--- src/hdl/joint_drive_with_watchdog_hold_macros.svh ---
// Assertion macros used by the joint drive RTL.
// Expects clk and rst_n in the scope of the including module.
`ifndef JOINT_DRIVE_WITH_WATCHDOG_HOLD_MACROS_SVH
`define JOINT_DRIVE_WITH_WATCHDOG_HOLD_MACROS_SVH

// same-cycle implication
`define JDWH_ASSERT_NOW(label, ante, cons, msg) \
    label: assert property (@(posedge clk) disable iff (!rst_n) (ante) |-> (cons)) \
        else $error(msg);

// next-cycle implication
`define JDWH_ASSERT_NEXT(label, ante, cons, msg) \
    label: assert property (@(posedge clk) disable iff (!rst_n) (ante) |=> (cons)) \
        else $error(msg);

`endif

--- src/hdl/jdwh_pkg.sv ---
// Shared types, codes and widths for the joint drive block.
// No dependencies; every other file but the macro header uses this package.
`timescale 1ns / 1ps
`default_nettype none

package jdwh_pkg;

    localparam int NUM_JOINTS = 16;
    localparam int JW         = 4;    // joint index width
    localparam int DW         = 32;   // Q16.16 data width
    localparam int GW         = 16;   // Q8.8 gain width
    localparam int CNTW       = 20;   // watchdog counter width
    localparam int MW         = 33;   // multiplier operand width
    localparam int PW         = 64;   // kept product width
    localparam int AW         = 52;   // PD accumulator width
    localparam int CFG_IW     = 3;    // register index width

    localparam logic [JW:0] JOINTS_MAX = (JW + 1)'(NUM_JOINTS);

    // request kinds
    localparam logic [1:0] REQ_TOPIC  = 2'd0;
    localparam logic [1:0] REQ_SLIDER = 2'd1;
    localparam logic [1:0] REQ_STEP   = 2'd2;

    // control modes
    localparam logic [1:0] MODE_POS = 2'd0;
    localparam logic [1:0] MODE_VEL = 2'd1;
    localparam logic [1:0] MODE_TRQ = 2'd2;

    // actuator kinds
    localparam logic [1:0] ACT_MOTOR     = 2'd0;
    localparam logic [1:0] ACT_POS_SERVO = 2'd1;
    localparam logic [1:0] ACT_VEL_SERVO = 2'd2;

    // register indexes
    localparam logic [CFG_IW-1:0] CFG_CONTROL_MODE   = 3'd0;
    localparam logic [CFG_IW-1:0] CFG_HOLD_GAIN_P    = 3'd1;
    localparam logic [CFG_IW-1:0] CFG_HOLD_GAIN_D    = 3'd2;
    localparam logic [CFG_IW-1:0] CFG_TIMEOUT_TICKS  = 3'd3;
    localparam logic [CFG_IW-1:0] CFG_STEP_TIME      = 3'd4;
    localparam logic [CFG_IW-1:0] CFG_ACTUATOR_TYPES = 3'd5;
    localparam logic [CFG_IW-1:0] CFG_NUM_JOINTS     = 3'd6;

    typedef logic [JW-1:0]        joint_t;
    typedef logic signed [DW-1:0] fix_t;

    typedef struct packed {
        logic [1:0]      control_mode;
        logic [GW-1:0]   hold_gain_p;
        logic [GW-1:0]   hold_gain_d;
        logic [CNTW-1:0] timeout_ticks;
        logic [DW-1:0]   step_time;
        logic [DW-1:0]   actuator_types;
        logic [JW:0]     num_joints;
    } cfg_t;

    typedef enum logic [3:0] {
        S_IDLE,
        S_DECODE,
        S_VMUL,
        S_VADD,
        S_PMUL,
        S_DMUL,
        S_DSUB,
        S_SAT,
        S_DONE
    } state_t;

    typedef enum logic [1:0] {
        MAC_HOLD,
        MAC_MUL,
        MAC_LOAD_MUL,
        MAC_SUB
    } mac_op_t;

    typedef struct packed {
        mac_op_t              op;
        logic signed [MW-1:0] a;
        logic signed [MW-1:0] b;
        logic signed [AW-1:0] addend;
    } mac_cmd_t;

    typedef struct packed {
        logic signed [PW-1:0] prod;
        logic signed [AW-1:0] acc;
    } mac_res_t;

endpackage

`default_nettype wire

--- src/hdl/jdwh_mac.sv ---
// Shared 33x33 signed multiplier with a product register and a PD accumulator.
// Depends on jdwh_pkg for the command and result structs.
`timescale 1ns / 1ps
`default_nettype none

module jdwh_mac (
    input  wire logic           clk,
    input  jdwh_pkg::mac_cmd_t  cmd,
    output jdwh_pkg::mac_res_t  res
);
    import jdwh_pkg::*;

    logic signed [2*MW-1:0] product;
    logic signed [PW-1:0]   prod_reg;
    logic signed [AW-1:0]   acc_reg;

    assign product = cmd.a * cmd.b;

    always_ff @(posedge clk)
    begin
        unique case (cmd.op)
            MAC_MUL:
            begin
                prod_reg <= signed'(product[PW-1:0]);
            end
            MAC_LOAD_MUL:
            begin
                // seed the accumulator from the previous product, start the next one
                acc_reg  <= signed'(prod_reg[AW-1:0]) + cmd.addend;
                prod_reg <= signed'(product[PW-1:0]);
            end
            MAC_SUB:
            begin
                acc_reg <= acc_reg - signed'(prod_reg[AW-1:0]);
            end
            MAC_HOLD:
            begin
                prod_reg <= prod_reg;
            end
        endcase
    end

    assign res.prod = prod_reg;
    assign res.acc  = acc_reg;

endmodule

`default_nettype wire

--- config.mk ---
export PLATFORM = sky130hd
export DESIGN_NAME = jdwh_mac
export DESIGN_NICKNAME = d
export VERILOG_FILES = /design/src/hdl/joint_drive_with_watchdog_hold_macros.svh /design/src/hdl/jdwh_pkg.sv /design/src/hdl/jdwh_mac.sv
export SDC_FILE = /design/constraint.sdc
export NUM_CORES = 2
export LEC_CHECK = 0
export BUFFER_PORTS_ARGS = -buffer_cell sky130_fd_sc_hd__buf_2
export CORE_MARGIN = 1.5
export CORE_UTILIZATION = 51
export CTS_CLUSTER_SIZE = 8
export DETAILED_ROUTE_END_ITERATION = 7
export GPL_ROUTABILITY_DRIVEN = 0
export PLACE_DENSITY = 0.68
export SLEW_MARGIN = 0
export SYNTH_ARGS = -nofsm -noshare
export SYNTH_HDL_FRONTEND = slang
export SYNTH_SLANG_ARGS = --single-unit
--- constraint.sdc ---
create_clock -name clk -period 12.1 [get_ports clk]
set_clock_uncertainty 0.2 [all_clocks]
set_input_delay 2.42 -clock clk [delete_from_list [all_inputs] [get_ports clk]]
set_output_delay 2.42 -clock clk [all_outputs]
set_load 0.02 [all_outputs]
==> impl_metrics.env <==
export IMPL_wl_per_cell_um=20.3
export IMPL_grt_pass1_vias=37500
export IMPL_root_buffer="clkbuf_16"
export IMPL_syn_nets=6728
export IMPL_cts_hold_buf=0
export IMPL_yosysWarnings=0
export IMPL_setup_viol=0
export IMPL_clk_path_buf_depth=2
export IMPL_slew_viol_final=0
export IMPL_setup_tns_ns=0
export IMPL_utilization_pct=54.1
export IMPL_synth_area_per_cell_um2=9.26
export IMPL_largest_reg_flops=64
export IMPL_grt_total_usage_pct=28.5
export IMPL_crit_path_start_kind="input port"
export IMPL_cp_max_fo=33
export IMPL_finalWirelength_um=131000
export IMPL_rows=112
export IMPL_final_area_mm2=0.0504
export IMPL_synth_enable_flop_cells=116
export IMPL_ios=237
export IMPL_max_clock_freq_ghz=0.0919
export IMPL_dr_pass1_iters=7
export IMPL_cts_tree="done"
export IMPL_ys_flop_type="edfxtp_1"
export IMPL_critPathArrivalTime_ns=10.88
export IMPL_drv_cap=0
export IMPL_hold_viol=0
export IMPL_clk_pin_slew_ns=0.07
export IMPL_nNetsFinal=6764
export IMPL_worstSkewPairLatency_ns=0.45
export IMPL_die_w_um=309
export IMPL_slew_headroom_pct=26.7
export IMPL_status="finished, final reports clean"
export IMPL_cts_buffers=17
export IMPL_grt_overflow=0
export IMPL_max_stage_delay_ns=1.19
export IMPL_path_buf_inv=6
export IMPL_postSynthCellCount=5164
export IMPL_vias=35200
export IMPL_dieArea_mm2=0.0956
export IMPL_grt_antenna_before_repair=2
export IMPL_synth_area_leaders="fa_1, inv_1, ha_1"
export IMPL_grt_max_degree=99
export IMPL_ys_seq_area_share_pct=7.28
export IMPL_syn_to_final_growth_pct=5.34
export IMPL_syn_cell_area_mm2=0.0478
export IMPL_async_flop_share_pct=0
export IMPL_cts_resized=0
export IMPL_drc=0
export IMPL_period_share_pct=89.9
export IMPL_port_buffer_count=236
export IMPL_antenna_diode_count=0
export IMPL_drive_gt1_share_pct=6.33
export IMPL_hp_class="reg2reg"
export IMPL_synth_largest_area_cell="fa_1"
export IMPL_ys_seq_elements=116
export IMPL_synth_distinct_cells=89
export IMPL_worstPathRequired_ns=12.10
export IMPL_worst_setup_path_type="in2reg"
export IMPL_slowest_stage="fa_1"
export IMPL_post_drt_via_cell_ratio=5.45
export IMPL_fin_hold_ws_ns=0.423
export IMPL_cp_end_kind="flop"
export IMPL_post_dp_cell_area_mm2=0.0498
export IMPL_antenna_left=0
export IMPL_rsz0062_at_grt="no"
export IMPL_worst_slew_pin_slew_ns=1.10
export IMPL_post_cts_buffers=0
export IMPL_clock_sinks=116
export IMPL_hpwlAfterDp_um=110000
export IMPL_die_h_um=309
export IMPL_min_period_ns=10.88
export IMPL_drt_iter0_drc=2360
export IMPL_initial_core_util_pct=51.4
export IMPL_yosys_area_top_type_share_pct=47.2
export IMPL_htreeDepth=4
export IMPL_crit_top_cell="fa_1"
export IMPL_crit_family="adder cells"
export IMPL_core_area_mm2=0.0930
export IMPL_grt_first_pass_wirelength_um=209000
## logic make-up after synthesis
logic type      Yosys count  share of synthesized area (%)
compound gates          541                           7.57
xor+xnor                170                           3.11
fa+ha+maj              1443                           55.4
buf+inv                1452                           11.4
flops                   116                           7.28
mux                      10                          0.215
simple gates           1432                           15.0
## per-stage QoR
| step | cells | setup WS (ns) |
|---|---|---|
| after floorplan | 5164 | 2.25 |
| after global placement | 6435 | 0.724 |
| after detailed placement | 6435 | 0.658 |
| after CTS | 6467 | 1.15 |
| after global routing | 6467 | 0.759 |
| final | 6467 | 1.22 |
## cells in the final DEF, fill, tap and decap left out, types with 13 or more instances in the layout
master / instances
o21ai_0: 93
buf_2: 236
a31oi_1: 17
edfxtp_1: 116
xnor2_1: 107
o21bai_1: 21
nand2b_1: 29
fa_1: 1127
a21oi_1: 174
and2_1: 536
nor3_1: 13
a21o_1: 97
o21a_1: 17
clkbuf_16: 17
and3_1: 17
ha_1: 315
nor2_1: 94
xor2_1: 63
nand3_1: 22
a211oi_1: 16
nand4_1: 21
nand2_1: 629
buf_4: 17
nor2b_1: 36
inv_1: 1215
## cell usage after synthesis (22+ instances only)
cell type / number
clkbuf_1: 230
a21o_1: 97
edfxtp_1: 116
nor2b_1: 36
o21ai_0: 93
nand2b_1: 29
nand2_1: 629
and2_1: 536
nor2_1: 94
inv_1: 1216
nand3_1: 22
xnor2_1: 107
fa_1: 1127
ha_1: 316
a21oi_1: 174
xor2_1: 63
## path summary, 6_finish.rpt
| kind | startpoint | endpoint | slack [ns] | cells past startpoint |
|---|---|---|---|---|
| setup reg to reg | prod_reg[0] | acc_reg[44] | 7.71 | 14 |
| setup / recovery | cmd[55] | prod_reg[63] | 1.22 | 25 |
| hold / removal | prod_reg[51] | acc_reg[51] | 0.42 | 1 |
| hold reg to reg | prod_reg[51] | acc_reg[51] | 0.42 | 1 |
## routing by layer
metal | up-vias | GRT usage [%] | share of wire [%]
li1 | 15500 | - | -
met4 | 4 | 14.4 | 5.5
met1 | 18200 | 35.2 | 38
met5 | - | 0 | 0.027
met3 | 331 | 3.79 | 5.7
met2 | 1230 | 49.1 | 50
## final cells by class
type | count | area, um^2
Clock inverter | 15 | 133
Inverter | 1216 | 4560
Sequential cell | 116 | 3480
Timing Repair Buffer | 253 | 1310
Multi-Input combinational cell | 3596 | 38900
Clock buffer | 17 | 425
Fill cell | 8596 | 42700
Tap cell | 1254 | 1570
Power is not shown: default switching activity piles up to over one toggle a cycle in this logic, so the estimate is an artifact.
