===== config.mk =====
export PLATFORM = sky130hd
export DESIGN_NAME = jdwh_cfg
export DESIGN_NICKNAME = d
export VERILOG_FILES = /design/src/hdl/joint_drive_with_watchdog_hold_macros.svh /design/src/hdl/jdwh_pkg.sv /design/src/hdl/jdwh_cfg.sv
export SDC_FILE = /design/constraint.sdc
export NUM_CORES = 1
export LEC_CHECK = 0
export BUFFER_PORTS_ARGS = -buffer_cell sky130_fd_sc_hd__buf_2
export CORE_UTILIZATION = 35
export CTS_BUF_LIST = sky130_fd_sc_hd__clkbuf_4 sky130_fd_sc_hd__clkbuf_8 sky130_fd_sc_hd__clkbuf_16
export DETAILED_ROUTE_END_ITERATION = 8
export PLACE_DENSITY = 0.56
export SYNTH_ARGS = -nofsm -noshare
export SYNTH_HDL_FRONTEND = slang
export SYNTH_SLANG_ARGS = --single-unit

===== constraint.sdc =====
create_clock -name clk -period 1 [get_ports clk]
set_input_delay 0.15 -clock clk [delete_from_list [all_inputs] [get_ports clk]]
set_output_delay 0.15 -clock clk [all_outputs]
set_load 0.005 [all_outputs]

===== src/hdl/joint_drive_with_watchdog_hold_macros.svh =====
// Assertion macros used by the joint drive RTL.
// Expects clk and rst_n in the scope of the including module.
`ifndef JOINT_DRIVE_WITH_WATCHDOG_HOLD_MACROS_SVH
`define JOINT_DRIVE_WITH_WATCHDOG_HOLD_MACROS_SVH

// same-cycle implication
`define JDWH_ASSERT_NOW(label, ante, cons, msg) \
    label: assert property (@(posedge clk) disable iff (!rst_n) (ante) |-> (cons)) \
        else $error(msg);

// next-cycle implication
`define JDWH_ASSERT_NEXT(label, ante, cons, msg) \
    label: assert property (@(posedge clk) disable iff (!rst_n) (ante) |=> (cons)) \
        else $error(msg);

`endif


===== src/hdl/jdwh_pkg.sv =====
// Shared types, codes and widths for the joint drive block.
// No dependencies; every other file but the macro header uses this package.
`timescale 1ns / 1ps
`default_nettype none

package jdwh_pkg;

    localparam int NUM_JOINTS = 16;
    localparam int JW         = 4;    // joint index width
    localparam int DW         = 32;   // Q16.16 data width
    localparam int GW         = 16;   // Q8.8 gain width
    localparam int CNTW       = 20;   // watchdog counter width
    localparam int MW         = 33;   // multiplier operand width
    localparam int PW         = 64;   // kept product width
    localparam int AW         = 52;   // PD accumulator width
    localparam int CFG_IW     = 3;    // register index width

    localparam logic [JW:0] JOINTS_MAX = (JW + 1)'(NUM_JOINTS);

    // request kinds
    localparam logic [1:0] REQ_TOPIC  = 2'd0;
    localparam logic [1:0] REQ_SLIDER = 2'd1;
    localparam logic [1:0] REQ_STEP   = 2'd2;

    // control modes
    localparam logic [1:0] MODE_POS = 2'd0;
    localparam logic [1:0] MODE_VEL = 2'd1;
    localparam logic [1:0] MODE_TRQ = 2'd2;

    // actuator kinds
    localparam logic [1:0] ACT_MOTOR     = 2'd0;
    localparam logic [1:0] ACT_POS_SERVO = 2'd1;
    localparam logic [1:0] ACT_VEL_SERVO = 2'd2;

    // register indexes
    localparam logic [CFG_IW-1:0] CFG_CONTROL_MODE   = 3'd0;
    localparam logic [CFG_IW-1:0] CFG_HOLD_GAIN_P    = 3'd1;
    localparam logic [CFG_IW-1:0] CFG_HOLD_GAIN_D    = 3'd2;
    localparam logic [CFG_IW-1:0] CFG_TIMEOUT_TICKS  = 3'd3;
    localparam logic [CFG_IW-1:0] CFG_STEP_TIME      = 3'd4;
    localparam logic [CFG_IW-1:0] CFG_ACTUATOR_TYPES = 3'd5;
    localparam logic [CFG_IW-1:0] CFG_NUM_JOINTS     = 3'd6;

    typedef logic [JW-1:0]        joint_t;
    typedef logic signed [DW-1:0] fix_t;

    typedef struct packed {
        logic [1:0]      control_mode;
        logic [GW-1:0]   hold_gain_p;
        logic [GW-1:0]   hold_gain_d;
        logic [CNTW-1:0] timeout_ticks;
        logic [DW-1:0]   step_time;
        logic [DW-1:0]   actuator_types;
        logic [JW:0]     num_joints;
    } cfg_t;

    typedef enum logic [3:0] {
        S_IDLE,
        S_DECODE,
        S_VMUL,
        S_VADD,
        S_PMUL,
        S_DMUL,
        S_DSUB,
        S_SAT,
        S_DONE
    } state_t;

    typedef enum logic [1:0] {
        MAC_HOLD,
        MAC_MUL,
        MAC_LOAD_MUL,
        MAC_SUB
    } mac_op_t;

    typedef struct packed {
        mac_op_t              op;
        logic signed [MW-1:0] a;
        logic signed [MW-1:0] b;
        logic signed [AW-1:0] addend;
    } mac_cmd_t;

    typedef struct packed {
        logic signed [PW-1:0] prod;
        logic signed [AW-1:0] acc;
    } mac_res_t;

endpackage

`default_nettype wire


===== src/hdl/jdwh_cfg.sv =====
// Configuration register file written through a plain write port.
// Depends on jdwh_pkg for cfg_t and the register indexes.
`timescale 1ns / 1ps
`default_nettype none

module jdwh_cfg (
    input  wire logic                        clk,
    input  wire logic                        rst_n,
    input  wire logic                        we,
    input  wire logic [jdwh_pkg::CFG_IW-1:0] index,
    input  wire logic [jdwh_pkg::DW-1:0]     data,
    output jdwh_pkg::cfg_t                   cfg
);
    import jdwh_pkg::*;

    cfg_t cfg_reg;
    cfg_t cfg_next;

    always_comb
    begin
        cfg_next = cfg_reg;
        if (we)
        begin
            unique case (index)
                CFG_CONTROL_MODE:   cfg_next.control_mode   = data[1:0];
                CFG_HOLD_GAIN_P:    cfg_next.hold_gain_p    = data[GW-1:0];
                CFG_HOLD_GAIN_D:    cfg_next.hold_gain_d    = data[GW-1:0];
                CFG_TIMEOUT_TICKS:  cfg_next.timeout_ticks  = data[CNTW-1:0];
                CFG_STEP_TIME:      cfg_next.step_time      = data;
                CFG_ACTUATOR_TYPES: cfg_next.actuator_types = data;
                CFG_NUM_JOINTS:     cfg_next.num_joints     = data[JW:0];
                default:            cfg_next = cfg_reg;
            endcase
        end
    end

    always_ff @(posedge clk or negedge rst_n)
    begin
        if (!rst_n)
        begin
            cfg_reg.control_mode   <= MODE_TRQ;
            cfg_reg.hold_gain_p    <= GW'(1280);
            cfg_reg.hold_gain_d    <= GW'(256);
            cfg_reg.timeout_ticks  <= CNTW'(500);
            cfg_reg.step_time      <= DW'(4294967);
            cfg_reg.actuator_types <= '0;
            cfg_reg.num_joints     <= JOINTS_MAX;
        end
        else
        begin
            cfg_reg <= cfg_next;
        end
    end

    assign cfg = cfg_reg;

endmodule

`default_nettype wire


==> metrics.md <==
| Metric | Value |
|---|---|
| Chip height | `120 µm` |
| GRT Residual Overflow | `0` |
| Slew @ Worst Pin | `0.332 ns` |
| Worst-Skew Late Latency | `0.41 ns` |
| Max Root-Sink Buffers | `2` |
| N_diodes | `0` |
| Crit-path slowest cell | `dfstp_2` |
| Yosys warnings | `0` |
| Worst EP arrival | `1.05 ns` |
| Initial antenna violation count | `0` |
| Final Max Tran Viols | `0` |
| Synth Area per Inst | `18.3 µm²` |
| Failing checks | `setup timing` |
| Most frequent cells after synthesis | `dfrtp_1 (102), mux2_2 (73), mux2_4 (50), dfstp_2 (21), buf_6 (8)` |
| Placed Cells | `606` |
| Seq/Total Area, Yosys | `63.8%` |
| CP max stage delay | `0.55 ns` |
| Post-route antenna net violation count | `0` |
| Largest cells by area after synthesis | `dfrtp_1 (52%), mux2_2 (17%), mux2_4 (15%), dfstp_2 (11%), buf_6 (1.9%)` |
| DRC violations left | `0` |
| Max Fclk | `832 MHz` |
| R2r endpoint | `cfg[96]` |
| Initial Utilization | `36.3%` |
| Peak VDD IR | `0.00155 V` |
| Area grow syn2layout | `49.3%` |
| HPWL Detailed | `7.48 mm` |
| Num CTS Buffers | `17` |
| Row Count | `42` |
| Max_slew headroom | `77.8%` |
| Outcome | `finished with violations` |
| Worst setup endpoint | `cfg[38]` |
| First-iteration detailed-routing DRC count | `103` |
| Clk_skew | `0 ns` |
| Synth top area share | `52.5%` |
| Finish-stage setup viols | `124` |
| Setup ws final | `-0.201 ns` |
| Sink Count | `123` |
| PD cells | `2380 nW/µm²` |
| Clock transition at the registers of the reported paths | `0.05 ns` |
| Ys async rst share | `100%` |
| Required time of the critical path | `0.85 ns` |
| Ys flop type | `dfrtp_1` |
| Sw Ratio | `22.7%` |
| Number of enable flip-flop cells after synthesis | `0` |
| GR Util All Layers | `16.7%` |
| Worst-path maximum fanout | `2` |
| FILL cells | `1093` |
| Vias post-DR | `3177` |
| H-Tree Depth | `4` |
| CP Class | `reg2out` |
| Netlist cell types | `9` |
| CTS root buffer | `clkbuf_16` |
| Non-filler cells, final | `696` |
| Layout cells sized above 1 | `76.2%` |
| RSZ-0062 raised after global routing | `true` |
| Setup TNS | `-10.03 ns` |
| Final period utilization | `120%` |
| Pint | `13400 µW` |
| TritonCTS clock tree | `yes` |
| Cell count after synthesis | `266` |
| Pre-CTS setup slack | `-0.351 ns` |
| # nets final | `545` |
| Cell family with most CP delay | `flip-flops` |
| CORE AREA | `13400 µm²` |
| Global-route wire length before repair | `17.9 mm` |
| Max FFs per register | `123` |
| # IOs | `161` |
| Buffers on Ports | `160` |
| Crit start category | `flop` |
| Number of cells on the critical path | `1` |
| DRT Pass-1 Iters | `4` |
| FF-to-FF path depth | `3` |
| DP Area | `6030 µm²` |
| Max-Cap Viols | `0` |
| Pin count of the biggest net entering global routing | `30` |
| FF+latch count, synth | `123` |
| Routed len/inst | `16.7 µm` |
| Synthesized net count | `304` |
| Clock Power Share | `38.9%` |
| Design Area, Final | `7260 µm²` |
| Top cell type by total area after synthesis | `dfrtp_1` |
| RR Startpoint | `cfg[96]` |
| Crit path from | `cfg[38]` |
| Die ar. | `14400 µm²` |
| GP Congestion | `0.664` |
| Crit. End Element | `output pin` |
| Combinational Power Share | `21.7%` |
| Cell chain of the critical path | `buf_6` |
| Crit path buf inv count | `1` |
| Vias in the first global route | `3246` |
| Routed vias/inst | `4.56` |
| Hold violation total from the final report | `0` |
| Hold WC Path Type | `in2reg` |
| FF-to-FF setup slack | `0 ns` |
| Leakage | `0.00354 µW` |
| Most common cell in the netlist | `dfrtp_1` |
| Overall routed net length | `11.6 mm` |
| Sw power | `3920 µW` |
| Tmin final | `1.20 ns` |
| Die X | `120 µm` |
| Synthesized cell area | `4860 µm²` |
| Seq pwr share | `39.4%` |
-- what timing repair did --
action | 4_1_cts | 5_1_grt
setup endpoints to repair | 123 | 123
gates cloned | 0 | 0
gates resized for setup | 8 | 7
hold buffers | 17 | 0
setup buffers | 27 | 14
hold endpoints to repair | 138 | 0
-- layout by cell type, fill, tap and decap left out --
cell	synthesis	routed
dfrtp_1	102	102
nor4b_2	0	1
and4bb_2	0	1
buf_4	0	47
clkbuf_16	0	17
mux2_2	73	73
buf_6	8	15
clkinv_2	0	1
buf_2	5	146
and4bb_1	3	2
mux2_4	50	50
buf_12	0	10
dlygate4sd3_1	0	17
clkbuf_8	0	6
bufinv_16	0	4
clkbuf_4	0	3
clkinvlp_4	0	1
nand4b_1	3	3
dfstp_2	21	21
-- power by group through the flow --
| stage | Clock (µW) | Combinational, µW | Sequential (µW) |
|---|---|---|---|
| floorplan | 0 | 1320 | 6920 |
| global placement | 0 | 3020 | 6820 |
| detailed placement | 0 | 3060 | 6860 |
| CTS | 6890 | 3560 | 6800 |
| global route | 7110 | 4070 | 6950 |
| finish | 6730 | 3750 | 6820 |
-- logic make-up (layout without fill, tap and decap cells) --
family                 count (synthesis)  after routing  synth area share, %
flip-flops                           123            123                 63.8
buffers and inverters                 13            267                 2.37
multiplexers                         123            123                 32.3
AND/OR/NAND/NOR                        7              7                 1.49
-- metal layers --
| metal | vias to the layer above | GRT usage (%) | wire length, µm |
|---|---|---|---|
| li1 | 1438 | - | - |
| met1 | 1612 | 21.3 | 5220 |
| met2 | 111 | 25.5 | 5450 |
| met3 | 16 | 6.18 | 790 |
| met4 | 0 | 7.11 | 180 |
| met5 | - | 0 | 0 |
-- through the flow --
| step | power [µW] | util [%] | hold slack, ns |
|---|---|---|---|
| after floorplan | 8230 | - | -0.146 |
| after global placement | 9840 | 45.0 | 0.0656 |
| after detailed placement | 9920 | 45.0 | 0.0624 |
| after CTS | 17200 | 53.1 | 0.0174 |
| after global routing | 18100 | 54.2 | 0.0356 |
| final | 17300 | 54.2 | 0.0345 |
-- worst reg2reg max path, stage by stage, from the launching register on --
cell and delay [ns]:
dfrtp_1 0.38, buf_4 0.13, buf_4 0.12, mux2_4 0.26
-- worst min path at each step --
stage / start / endpoint / slack (ns) / cells past startpoint
after floorplan: rst_n / cfg[0] / -0.15 / 0
after global placement: rst_n / cfg[93] / 0.07 / 1
after detailed placement: rst_n / cfg[109] / 0.06 / 1
after CTS: data[6] / cfg[43] / 0.02 / 2
after global routing: data[6] / cfg[95] / 0.04 / 2
final: data[6] / cfg[43] / 0.03 / 2
-- cell type report --
cell class	instances	area (µm²)	share of cell area, %
Sequential cell	123	3100	42.7
Multi-Input combinational cell	130	1650	22.7
Timing Repair Buffer	235	1620	22.3
Clock buffer	26	531	7.31
Tap cell	176	220	3.03
Clock inverter	6	133	1.83
Power figures use the tool's default switching activity.
