## config.mk

```make
export PLATFORM = sky130hd
export DESIGN_NAME = jdwh_ctrl_flat
export DESIGN_NICKNAME = d
export VERILOG_FILES = /design/src/hdl/jdwh_pkg.sv /design/src/hdl/jdwh_req_if.sv /design/src/hdl/jdwh_drv_if.sv /design/src/hdl/jdwh_ctrl.sv /design/src/flat_wrapper.sv
export VERILOG_INCLUDE_DIRS = /design/src /design/src/hdl
export SDC_FILE = /design/constraint.sdc
export NUM_CORES = 2
export LEC_CHECK = 0
export BUFFER_PORTS_ARGS = -buffer_cell sky130_fd_sc_hd__buf_2
export CELL_PAD_IN_SITES_DETAIL_PLACEMENT = 1
export CELL_PAD_IN_SITES_GLOBAL_PLACEMENT = 2
export CORE_MARGIN = 5
export CORE_UTILIZATION = 40
export DETAILED_ROUTE_END_ITERATION = 12
export GPL_ROUTABILITY_DRIVEN = 0
export PLACE_DENSITY_LB_ADDON = 0.2
export SYNTH_ARGS = -nofsm -noshare
export SYNTH_HDL_FRONTEND = slang
export SYNTH_SLANG_ARGS = --single-unit
```

## constraint.sdc

```tcl
create_clock -name clk -period 6.08 [get_ports clk]
set_clock_uncertainty 0.2 [all_clocks]
set_input_delay 0.912 -clock clk [delete_from_list [all_inputs] [get_ports clk]]
set_output_delay 0.912 -clock clk [all_outputs]
set_load 0.005 [all_outputs]
```

## src/hdl/joint_drive_with_watchdog_hold_macros.svh

```systemverilog
// Assertion macros used by the joint drive RTL.
// Expects clk and rst_n in the scope of the including module.
`ifndef JOINT_DRIVE_WITH_WATCHDOG_HOLD_MACROS_SVH
`define JOINT_DRIVE_WITH_WATCHDOG_HOLD_MACROS_SVH

// same-cycle implication
`define JDWH_ASSERT_NOW(label, ante, cons, msg) \
    label: assert property (@(posedge clk) disable iff (!rst_n) (ante) |-> (cons)) \
        else $error(msg);

// next-cycle implication
`define JDWH_ASSERT_NEXT(label, ante, cons, msg) \
    label: assert property (@(posedge clk) disable iff (!rst_n) (ante) |=> (cons)) \
        else $error(msg);

`endif

```

## src/hdl/jdwh_pkg.sv

```systemverilog
// Shared types, codes and widths for the joint drive block.
// No dependencies; every other file but the macro header uses this package.
`timescale 1ns / 1ps
`default_nettype none

package jdwh_pkg;

    localparam int NUM_JOINTS = 16;
    localparam int JW         = 4;    // joint index width
    localparam int DW         = 32;   // Q16.16 data width
    localparam int GW         = 16;   // Q8.8 gain width
    localparam int CNTW       = 20;   // watchdog counter width
    localparam int MW         = 33;   // multiplier operand width
    localparam int PW         = 64;   // kept product width
    localparam int AW         = 52;   // PD accumulator width
    localparam int CFG_IW     = 3;    // register index width

    localparam logic [JW:0] JOINTS_MAX = (JW + 1)'(NUM_JOINTS);

    // request kinds
    localparam logic [1:0] REQ_TOPIC  = 2'd0;
    localparam logic [1:0] REQ_SLIDER = 2'd1;
    localparam logic [1:0] REQ_STEP   = 2'd2;

    // control modes
    localparam logic [1:0] MODE_POS = 2'd0;
    localparam logic [1:0] MODE_VEL = 2'd1;
    localparam logic [1:0] MODE_TRQ = 2'd2;

    // actuator kinds
    localparam logic [1:0] ACT_MOTOR     = 2'd0;
    localparam logic [1:0] ACT_POS_SERVO = 2'd1;
    localparam logic [1:0] ACT_VEL_SERVO = 2'd2;

    // register indexes
    localparam logic [CFG_IW-1:0] CFG_CONTROL_MODE   = 3'd0;
    localparam logic [CFG_IW-1:0] CFG_HOLD_GAIN_P    = 3'd1;
    localparam logic [CFG_IW-1:0] CFG_HOLD_GAIN_D    = 3'd2;
    localparam logic [CFG_IW-1:0] CFG_TIMEOUT_TICKS  = 3'd3;
    localparam logic [CFG_IW-1:0] CFG_STEP_TIME      = 3'd4;
    localparam logic [CFG_IW-1:0] CFG_ACTUATOR_TYPES = 3'd5;
    localparam logic [CFG_IW-1:0] CFG_NUM_JOINTS     = 3'd6;

    typedef logic [JW-1:0]        joint_t;
    typedef logic signed [DW-1:0] fix_t;

    typedef struct packed {
        logic [1:0]      control_mode;
        logic [GW-1:0]   hold_gain_p;
        logic [GW-1:0]   hold_gain_d;
        logic [CNTW-1:0] timeout_ticks;
        logic [DW-1:0]   step_time;
        logic [DW-1:0]   actuator_types;
        logic [JW:0]     num_joints;
    } cfg_t;

    typedef enum logic [3:0] {
        S_IDLE,
        S_DECODE,
        S_VMUL,
        S_VADD,
        S_PMUL,
        S_DMUL,
        S_DSUB,
        S_SAT,
        S_DONE
    } state_t;

    typedef enum logic [1:0] {
        MAC_HOLD,
        MAC_MUL,
        MAC_LOAD_MUL,
        MAC_SUB
    } mac_op_t;

    typedef struct packed {
        mac_op_t              op;
        logic signed [MW-1:0] a;
        logic signed [MW-1:0] b;
        logic signed [AW-1:0] addend;
    } mac_cmd_t;

    typedef struct packed {
        logic signed [PW-1:0] prod;
        logic signed [AW-1:0] acc;
    } mac_res_t;

endpackage

`default_nettype wire

```

## src/hdl/jdwh_req_if.sv

```systemverilog
// Request channel: valid/ready handshake plus one input item.
// Depends on jdwh_pkg for widths.
`timescale 1ns / 1ps
`default_nettype none

interface jdwh_req_if;
    logic                          valid;
    logic                          ready;
    logic [1:0]                    req_type;
    logic [jdwh_pkg::JW-1:0]       joint_index;
    logic signed [jdwh_pkg::DW-1:0] command_value;
    logic                          dragging;
    logic signed [jdwh_pkg::DW-1:0] measured_position;
    logic signed [jdwh_pkg::DW-1:0] measured_velocity;
    logic signed [jdwh_pkg::DW-1:0] bias_force;

    modport source (
        output valid, req_type, joint_index, command_value, dragging,
               measured_position, measured_velocity, bias_force,
        input  ready
    );
    modport sink (
        input  valid, req_type, joint_index, command_value, dragging,
               measured_position, measured_velocity, bias_force,
        output ready
    );
endinterface

`default_nettype wire

```

## src/hdl/jdwh_drv_if.sv

```systemverilog
// Drive result channel: valid/ready handshake plus one result item.
// Depends on jdwh_pkg for widths.
`timescale 1ns / 1ps
`default_nettype none

interface jdwh_drv_if;
    logic                           valid;
    logic                           ready;
    logic [jdwh_pkg::JW-1:0]        drive_joint;
    logic signed [jdwh_pkg::DW-1:0] drive_value;
    logic                           holding;

    modport source (
        output valid, drive_joint, drive_value, holding,
        input  ready
    );
    modport sink (
        input  valid, drive_joint, drive_value, holding,
        output ready
    );
endinterface

`default_nettype wire

```

## src/hdl/jdwh_ctrl.sv

```systemverilog
// Sequencer, joint target storage, watchdog and output register.
// Depends on jdwh_pkg, the two channel interfaces and the assertion macros.
`timescale 1ns / 1ps
`default_nettype none
`include "joint_drive_with_watchdog_hold_macros.svh"

module jdwh_ctrl (
    input  wire logic          clk,
    input  wire logic          rst_n,
    input  jdwh_pkg::cfg_t     cfg,
    output jdwh_pkg::mac_cmd_t mac_cmd,
    input  jdwh_pkg::mac_res_t mac_res,
    jdwh_req_if.sink           req,
    jdwh_drv_if.source         drv
);
    import jdwh_pkg::*;

    localparam logic [CNTW-1:0] CNT_MAX = '1;

    function automatic fix_t sat33(input logic signed [DW:0] x);
        if (x[DW] != x[DW-1])
            return x[DW] ? {1'b1, {(DW-1){1'b0}}} : {1'b0, {(DW-1){1'b1}}};
        return signed'(x[DW-1:0]);
    endfunction

    function automatic fix_t sat_acc(input logic signed [AW-9:0] x);
        if ((&x[AW-9:DW-1]) || !(|x[AW-9:DW-1]))
            return signed'(x[DW-1:0]);
        return x[AW-9] ? {1'b1, {(DW-1){1'b0}}} : {1'b0, {(DW-1){1'b1}}};
    endfunction

    function automatic logic [1:0] act_of(input joint_t j, input logic [DW-1:0] types);
        return types[{j, 1'b0} +: 2];
    endfunction

    state_t state_reg, state_next;

    fix_t            pt_reg [NUM_JOINTS];
    fix_t            ct_reg [NUM_JOINTS];
    logic            hold_reg;
    logic            slider_reg;
    logic            capture_reg;
    logic [CNTW-1:0] cnt_reg;

    joint_t j_reg;
    fix_t   pos_reg, vel_reg, bias_reg;
    fix_t   drive_reg;

    logic   out_valid_reg;
    joint_t out_joint_reg;
    fix_t   out_value_reg;
    logic   out_hold_reg;

    logic [JW:0]     jcnt;
    logic            in_ok, in_last, accept;
    logic            acc_topic, acc_slider, acc_step;
    logic [CNTW-1:0] cnt_inc;
    logic            trip, cap_eff;

    logic [1:0]           act_cur;
    logic                 direct;
    fix_t                 tgt, cmdt, drive_dec;
    logic signed [DW:0]   diff, sum_v, sum_t;
    logic signed [AW-9:0] acc_sh;

    logic   pt_we, ct_we;
    joint_t pt_addr;
    fix_t   pt_wdata;
    logic   out_free, out_load;

    // ---------------- input decode and watchdog ----------------
    always_comb
    begin
        if (cfg.num_joints == '0)
            jcnt = (JW + 1)'(1);
        else if (cfg.num_joints > JOINTS_MAX)
            jcnt = JOINTS_MAX;
        else
            jcnt = cfg.num_joints;
    end

    assign in_ok      = {1'b0, req.joint_index} < jcnt;
    assign in_last    = {1'b0, req.joint_index} == (jcnt - (JW + 1)'(1));
    assign accept     = req.valid && req.ready;
    assign acc_topic  = accept && in_ok && (req.req_type == REQ_TOPIC);
    assign acc_slider = accept && in_ok && (req.req_type == REQ_SLIDER);
    assign acc_step   = accept && in_ok && (req.req_type == REQ_STEP);

    // watchdog advances on the step of joint 0 only
    assign cnt_inc = ((req.joint_index == '0) && (cnt_reg != CNT_MAX))
                   ? cnt_reg + CNTW'(1) : cnt_reg;
    assign trip    = (req.joint_index == '0) && (cnt_inc > cfg.timeout_ticks)
                   && !hold_reg && !slider_reg;
    assign cap_eff = capture_reg || trip;

    // ---------------- datapath around the shared unit ----------------
    assign act_cur = act_of(j_reg, cfg.actuator_types);
    assign direct  = (act_cur == ACT_POS_SERVO);
    assign tgt     = pt_reg[j_reg];
    assign cmdt    = ct_reg[j_reg];
    assign diff    = {tgt[DW-1], tgt} - {pos_reg[DW-1], pos_reg};
    assign sum_v   = {tgt[DW-1], tgt} + {mac_res.prod[PW-1], mac_res.prod[PW-1:DW]};
    assign sum_t   = {cmdt[DW-1], cmdt} + {bias_reg[DW-1], bias_reg};
    assign acc_sh  = signed'(mac_res.acc[AW-1:8]);

    // drive picked at decode; overwritten later when the velocity or PD path runs
    always_comb
    begin
        unique case (cfg.control_mode)
            MODE_POS: drive_dec = tgt;
            MODE_VEL:
            begin
                if (act_cur == ACT_VEL_SERVO)
                    drive_dec = hold_reg ? '0 : cmdt;
                else
                    drive_dec = tgt;
            end
            MODE_TRQ: drive_dec = hold_reg ? tgt : sat33(sum_t);
            default:  drive_dec = '0;
        endcase
    end

    // ---------------- next state ----------------
    always_comb
    begin
        state_next = state_reg;
        unique case (state_reg)
            S_IDLE:
            begin
                if (acc_step)
                    state_next = S_DECODE;
            end
            S_DECODE:
            begin
                unique case (cfg.control_mode)
                    MODE_POS: state_next = direct ? S_DONE : S_PMUL;
                    MODE_VEL:
                    begin
                        if (act_cur == ACT_VEL_SERVO)
                            state_next = S_DONE;
                        else if (!hold_reg)
                            state_next = S_VMUL;
                        else
                            state_next = direct ? S_DONE : S_PMUL;
                    end
                    MODE_TRQ:
                    begin
                        if (!hold_reg)
                            state_next = S_DONE;
                        else
                            state_next = direct ? S_DONE : S_PMUL;
                    end
                    default:  state_next = S_DONE;
                endcase
            end
            S_VMUL: state_next = S_VADD;
            S_VADD: state_next = direct ? S_DONE : S_PMUL;
            S_PMUL: state_next = S_DMUL;
            S_DMUL: state_next = S_DSUB;
            S_DSUB: state_next = S_SAT;
            S_SAT:  state_next = S_DONE;
            S_DONE:
            begin
                if (out_free)
                    state_next = S_IDLE;
            end
            default: state_next = S_IDLE;
        endcase
    end

    // ---------------- state outputs ----------------
    always_comb
    begin
        req.ready      = 1'b0;
        mac_cmd.op     = MAC_HOLD;
        mac_cmd.a      = '0;
        mac_cmd.b      = '0;
        mac_cmd.addend = '0;
        out_load       = 1'b0;
        unique case (state_reg)
            S_IDLE:
            begin
                req.ready = 1'b1;
            end
            S_VMUL:
            begin
                mac_cmd.op = MAC_MUL;
                mac_cmd.a  = {cmdt[DW-1], cmdt};
                mac_cmd.b  = {1'b0, cfg.step_time};
            end
            S_PMUL:
            begin
                mac_cmd.op = MAC_MUL;
                mac_cmd.a  = {{(MW - GW){1'b0}}, cfg.hold_gain_p};
                mac_cmd.b  = diff;
            end
            S_DMUL:
            begin
                // acc = kp*err + bias*256, then kd*vel goes into the product
                mac_cmd.op     = MAC_LOAD_MUL;
                mac_cmd.a      = {{(MW - GW){1'b0}}, cfg.hold_gain_d};
                mac_cmd.b      = {vel_reg[DW-1], vel_reg};
                mac_cmd.addend = {{(AW - DW - 8){bias_reg[DW-1]}}, bias_reg, 8'b0};
            end
            S_DSUB:
            begin
                mac_cmd.op = MAC_SUB;
            end
            S_DONE:
            begin
                out_load = out_free;
            end
            default:
            begin
                req.ready = 1'b0;
            end
        endcase
    end

    // ---------------- target write port ----------------
    always_comb
    begin
        pt_we    = 1'b0;
        pt_addr  = req.joint_index;
        pt_wdata = req.command_value;
        if (state_reg == S_VADD)
        begin
            pt_we    = 1'b1;
            pt_addr  = j_reg;
            pt_wdata = sat33(sum_v);
        end
        else if (acc_topic)
        begin
            pt_we = !slider_reg && (cfg.control_mode == MODE_POS);
        end
        else if (acc_slider)
        begin
            pt_we = 1'b1;
        end
        else if (acc_step)
        begin
            // capture the measured position as the hold target
            pt_we    = cap_eff;
            pt_wdata = req.measured_position;
        end
    end

    assign ct_we    = acc_topic && !slider_reg;
    assign out_free = !out_valid_reg || drv.ready;

    // ---------------- control state ----------------
    always_ff @(posedge clk or negedge rst_n)
    begin
        if (!rst_n)
        begin
            state_reg     <= S_IDLE;
            hold_reg      <= 1'b0;
            slider_reg    <= 1'b0;
            capture_reg   <= 1'b0;
            cnt_reg       <= '0;
            out_valid_reg <= 1'b0;
            for (int i = 0; i < NUM_JOINTS; i++)
            begin
                pt_reg[i] <= '0;
                ct_reg[i] <= '0;
            end
        end
        else
        begin
            state_reg <= state_next;
            if (pt_we)
                pt_reg[pt_addr] <= pt_wdata;
            if (ct_we)
                ct_reg[req.joint_index] <= req.command_value;
            if (acc_topic && !slider_reg && in_last)
            begin
                cnt_reg  <= '0;
                hold_reg <= 1'b0;
            end
            if (acc_slider)
            begin
                slider_reg <= req.dragging;
                hold_reg   <= 1'b1;
            end
            if (acc_step)
            begin
                cnt_reg     <= cnt_inc;
                capture_reg <= cap_eff && !in_last;
                if (trip)
                    hold_reg <= 1'b1;
            end
            if (out_load)
                out_valid_reg <= 1'b1;
            else if (drv.ready)
                out_valid_reg <= 1'b0;
        end
    end

    // ---------------- payload ----------------
    always_ff @(posedge clk)
    begin
        if (acc_step)
        begin
            j_reg    <= req.joint_index;
            pos_reg  <= req.measured_position;
            vel_reg  <= req.measured_velocity;
            bias_reg <= req.bias_force;
        end
        unique case (state_reg)
            S_DECODE: drive_reg <= drive_dec;
            S_VADD:   drive_reg <= sat33(sum_v);
            S_SAT:    drive_reg <= sat_acc(acc_sh);
            default:  drive_reg <= drive_reg;
        endcase
        if (out_load)
        begin
            out_joint_reg <= j_reg;
            out_value_reg <= drive_reg;
            out_hold_reg  <= hold_reg || slider_reg;
        end
    end

    assign drv.valid       = out_valid_reg;
    assign drv.drive_joint = out_joint_reg;
    assign drv.drive_value = out_value_reg;
    assign drv.holding     = out_hold_reg;

    // ---------------- checks ----------------
    `JDWH_ASSERT_NEXT(a_step_enters_decode, acc_step, state_reg == S_DECODE, "step not started")
    `JDWH_ASSERT_NOW(a_capture_sets_hold, $rose(capture_reg), hold_reg, "capture without hold")
    `JDWH_ASSERT_NOW(a_target_write_slot, pt_we, (state_reg == S_IDLE) || (state_reg == S_VADD), "target write out of slot")
    `JDWH_ASSERT_NEXT(a_done_loads_out, out_load, out_valid_reg && (out_joint_reg == $past(j_reg)), "result not loaded")

endmodule

`default_nettype wire
```

## src/flat_wrapper.sv

```systemverilog
// flat-port wrapper written by rule: the top's interface ports become plain ports
module jdwh_ctrl_flat import jdwh_pkg::*;
  (clk, rst_n, cfg, mac_cmd, mac_res, req_valid, req_req_type, req_joint_index, req_command_value, req_dragging, req_measured_position, req_measured_velocity, req_bias_force, req_ready, drv_valid, drv_drive_joint, drv_drive_value, drv_holding, drv_ready);
  jdwh_req_if req_i ();
  jdwh_drv_if drv_i ();
  input  wire logic clk;
  input  wire logic rst_n;
  input  jdwh_pkg::cfg_t cfg;
  output jdwh_pkg::mac_cmd_t mac_cmd;
  input  jdwh_pkg::mac_res_t mac_res;
  input wire logic [$bits(req_i.valid)-1:0] req_valid;
  input wire logic [$bits(req_i.req_type)-1:0] req_req_type;
  input wire logic [$bits(req_i.joint_index)-1:0] req_joint_index;
  input wire logic [$bits(req_i.command_value)-1:0] req_command_value;
  input wire logic [$bits(req_i.dragging)-1:0] req_dragging;
  input wire logic [$bits(req_i.measured_position)-1:0] req_measured_position;
  input wire logic [$bits(req_i.measured_velocity)-1:0] req_measured_velocity;
  input wire logic [$bits(req_i.bias_force)-1:0] req_bias_force;
  output wire logic [$bits(req_i.ready)-1:0] req_ready;
  output wire logic [$bits(drv_i.valid)-1:0] drv_valid;
  output wire logic [$bits(drv_i.drive_joint)-1:0] drv_drive_joint;
  output wire logic [$bits(drv_i.drive_value)-1:0] drv_drive_value;
  output wire logic [$bits(drv_i.holding)-1:0] drv_holding;
  input wire logic [$bits(drv_i.ready)-1:0] drv_ready;
  assign req_i.valid = req_valid;
  assign req_i.req_type = req_req_type;
  assign req_i.joint_index = req_joint_index;
  assign req_i.command_value = req_command_value;
  assign req_i.dragging = req_dragging;
  assign req_i.measured_position = req_measured_position;
  assign req_i.measured_velocity = req_measured_velocity;
  assign req_i.bias_force = req_bias_force;
  assign req_ready = req_i.ready;
  assign drv_valid = drv_i.valid;
  assign drv_drive_joint = drv_i.drive_joint;
  assign drv_drive_value = drv_i.drive_value;
  assign drv_holding = drv_i.holding;
  assign drv_i.ready = drv_ready;
  jdwh_ctrl u_core (.clk(clk), .rst_n(rst_n), .cfg(cfg), .mac_cmd(mac_cmd), .mac_res(mac_res), .req(req_i), .drv(drv_i));
endmodule
```

==> impl_results.md <==
- Leakage power: roughly 34 nW
- Synth Warn #: 0
- Root Driver: clkbuf_16
- RSZ-0062 raised after global routing: yes
- Clk buf depth: 3
- Top FF cell, synth: dfrtp_1
- Switch share: 0.355
- Input/output buffers: 488
- HPWL Detailed: between 150000 and 200000 um
- Combinational power share: 0.362
- Crit Path Max Fanout: 5
- Fin cells: 7873
- Net load switching power: between 10 and 15 mW
- Sequential share of the synthesized area: 0.507
- CTS clock-pin slew for the worst setup and hold paths: 0.06 ns
- Vias per cell: 5.85
- # Max-Cap Violations: 0
- Fin crit period: 6.39 ns
- Number of global-route vias before repair: 47993
- Worst relative slew slack: 0.182
- Xor-xnor portion of the synthesized cell area: 0.0119
- Most frequent cell after synthesis: dfrtp_1
- Nets: 6207
- Full die area: ~0.16 sq mm
- Setup ws final: -0.310 ns
- Pint: 20.5 mW
- Syn Inst Count: 5079
- Setup violators final: 13
- Largest net degree at the start of global routing: around 160
- TritonRoute pass-1 iters: 9
- Largest family of logic cells by synthesized area: multiplexers
- Critical Path End Type: output pin
- Grt ovf: 0
- GRT Resource Usage Total: 0.289
- Cell area after synthesis: 0.0619 sq mm
- Hold crit path type: in2reg
- Fill count: 16003
- Initial antenna violation count: 32
- Synth Area in Adders: 0.0258
- Post-synthesis simple-gate area fraction: 0.0769
- Max Freq: approximately 160 MHz
- Synth Area in Compound Gates: 0.112
- #FFs+latches synth: roughly 1200
- Ports: 537
- Yosys cell types: 92
- Layout cells sized above 1: 0.371
- Setup CP Type: reg2out
- Min-Delay Path Depth: 1
- Tot Pwr: roughly 32 mW
- Failing checks: setup timing
- CTS tree: done
- Chip height: 403 um
- H-tree depth: 4
- Max-slew violation count: 0
- Final wirelength: 239000 um
- Status: finished, violations left
- VDD IR max: 0.350 mV
- Drt drc: 0
- P&R area growth vs syn: 20.1%
- TritonCTS buffer count: 140
- Initial core utilization: 0.402
- Post-synth top area cell: dfrtp_1
- Required @ worst endpoint: 4.97 ns
- Clock Sinks: roughly 1200
- Average footprint of a synthesized cell: between 10 and 15 sq um
- FP Rows: between 100 and 150
- Ranking of synthesized cells by area: dfrtp_1 43%, mux4_2 12%, mux2_2 10%, edfxtp_1 8.2%, nand2_1 3.7%
- Antenna Nets Post-Route: 0
- Reg2reg path depth: 18
- Slew @ Worst Pin: 1.22 ns
- Top cell type's share of synthesized area: 0.425
- Initial DRC count: 3746
- Via count: between 40000 and 50000
- Sequential Power Share: 0.369
- PD cells: 428 mW/mm^2
- Die Span X: 403 um
- Placed Instances: 7551
- Core ar.: 0.154 sq mm
- First-pass GRT wire length: 344000 um
- Async set-or-reset flop fraction in the synthesized netlist: 0.862
- CP Launch Type: flop
- Clk_lat worst skew: 0.81 ns
- Average wire per standard cell: roughly 30 um
- Critical Path AT: 5.28 ns
- Number of enable flip-flop cells after synthesis: about 170
- Final worst-path cycle share: 1.05
- Final number of hold-violating endpoints: 0
- Synth top cells by count: 1052 x dfrtp_1, 612 x nand2_1, 554 x mux2_2, 437 x o21ai_0, 328 x mux4_2
- Clock Power Share: 0.270
- Mux contribution to synthesized area: 0.229
==> cells in the final DEF, fill, tap and decap left out, types with 119 or more instances in the layout <==
| cell | count |
|---|---|
| clkbuf_16 | 142 |
| mux4_2 | 328 |
| nand2_1 | 608 |
| buf_2 | 486 |
| buf_4 | 318 |
| dfrtp_1 | 1052 |
| mux2_2 | 554 |
| a21oi_1 | 141 |
| edfxtp_1 | 169 |
| o21ai_0 | 419 |
| o21ai_1 | 158 |
| inv_1 | 119 |
==> layer usage <==
layer / routed length (um) / vias up / part of all wire / global-route usage
li1: - / 19996 / - / -
met4: 12200 / 12 / 0.051 / 0.126
met1: 102000 / 24197 / 0.43 / 0.391
met3: 13400 / 394 / 0.056 / 0.0482
met2: 110000 / 1429 / 0.46 / 0.460
met5: 89 / - / 0.00037 / 0
==> what timing repair did <==
| action | 4_1_cts | 5_1_grt |
|---|---|---|
| pin swaps | 30 | 45 |
| hold buffers | 1 | 0 |
| endpoints found under the hold margin | 21 | 0 |
| setup endpoints to repair | 82 | 228 |
| resized for setup | 77 | 56 |
| cloned | 8 | 1 |
| setup buffers | 22 | 29 |
==> layout make-up <==
type | instances | area, sq um | area share
Sequential cell | 1221 | 31400 | 0.422
Multi-Input combinational cell | 3340 | 29000 | 0.390
Timing Repair Buffer | 878 | 6260 | 0.0842
Clock buffer | 205 | 4080 | 0.0549
Tap cell | 2044 | 2560 | 0.0344
Clock inverter | 45 | 579 | 0.00779
Inverter | 123 | 467 | 0.00628
Antenna cell | 17 | 42.5 | 0.000572
==> critical path, cell delays in order (launching register included) <==
cell	delay (ns)
edfxtp_1	0.36
buf_6	0.15
buf_12	0.15
buf_6	0.10
mux4_2	0.49
mux4_2	0.62
inv_2	0.12
ha_4	0.14
inv_2	0.04
fa_2	0.39
a211oi_4	0.29
o21ai_2	0.13
a21o_1	0.18
a21o_1	0.17
a21o_1	0.21
a2111oi_4	0.32
o21bai_4	0.19
xor2_2	0.19
o21ai_1	0.10
buf_2	0.14
==> cells by family after synthesis <==
group,after synthesis
flops,1221
compound gates,1130
simple gates,1059
mux,933
buf+inv,525
fa+ha+maj,126
xor+xnor,84
other cells,1
==> final timing paths <==
kind                                           from                         to  slack [ns]
worst max-delay path                u_core.j_reg[0]                mac_cmd[64]       -0.31
worst min-delay path             req_bias_force[16]        u_core.bias_reg[16]        0.07
worst max register to register      u_core.j_reg[0]         u_core.pt_reg[425]        0.17
worst min register to register  u_core.drive_reg[8]  u_core.drv.drive_value[8]        0.22
max in group asynchronous                     rst_n         u_core.pt_reg[188]        3.65
min in group asynchronous                     rst_n         u_core.pt_reg[424]        0.55
==> power groups by stage <==
stage	sequential, mW	combinational [mW]	clock [mW]
6_report	11.7	11.5	8.57
5_1_grt	11.9	12.3	9.11
4_1_cts	11.7	11.1	8.75
3_5_place_dp	11.8	10.7	0
3_3_place_gp	11.7	10.5	0
2_1_floorplan	11.4	6.19	0
==> metrics by stage <==
step                      hold slack [ns]   util  worst slack, ns  setup TNS [ns]  area [sq um]
after floorplan                     0.200      -            0.389               0         61900
after global placement              0.201  0.444          -0.0665          -0.594         68400
after detailed placement            0.206  0.444           -0.116           -3.22         68400
after CTS                         0.00488  0.479           -0.434           -3.03         73800
after global routing               0.0313  0.483           -0.434           -4.41         74300
final                              0.0728  0.483           -0.310           -2.38         74400
Note: power is estimated with default switching activity, not from simulation.
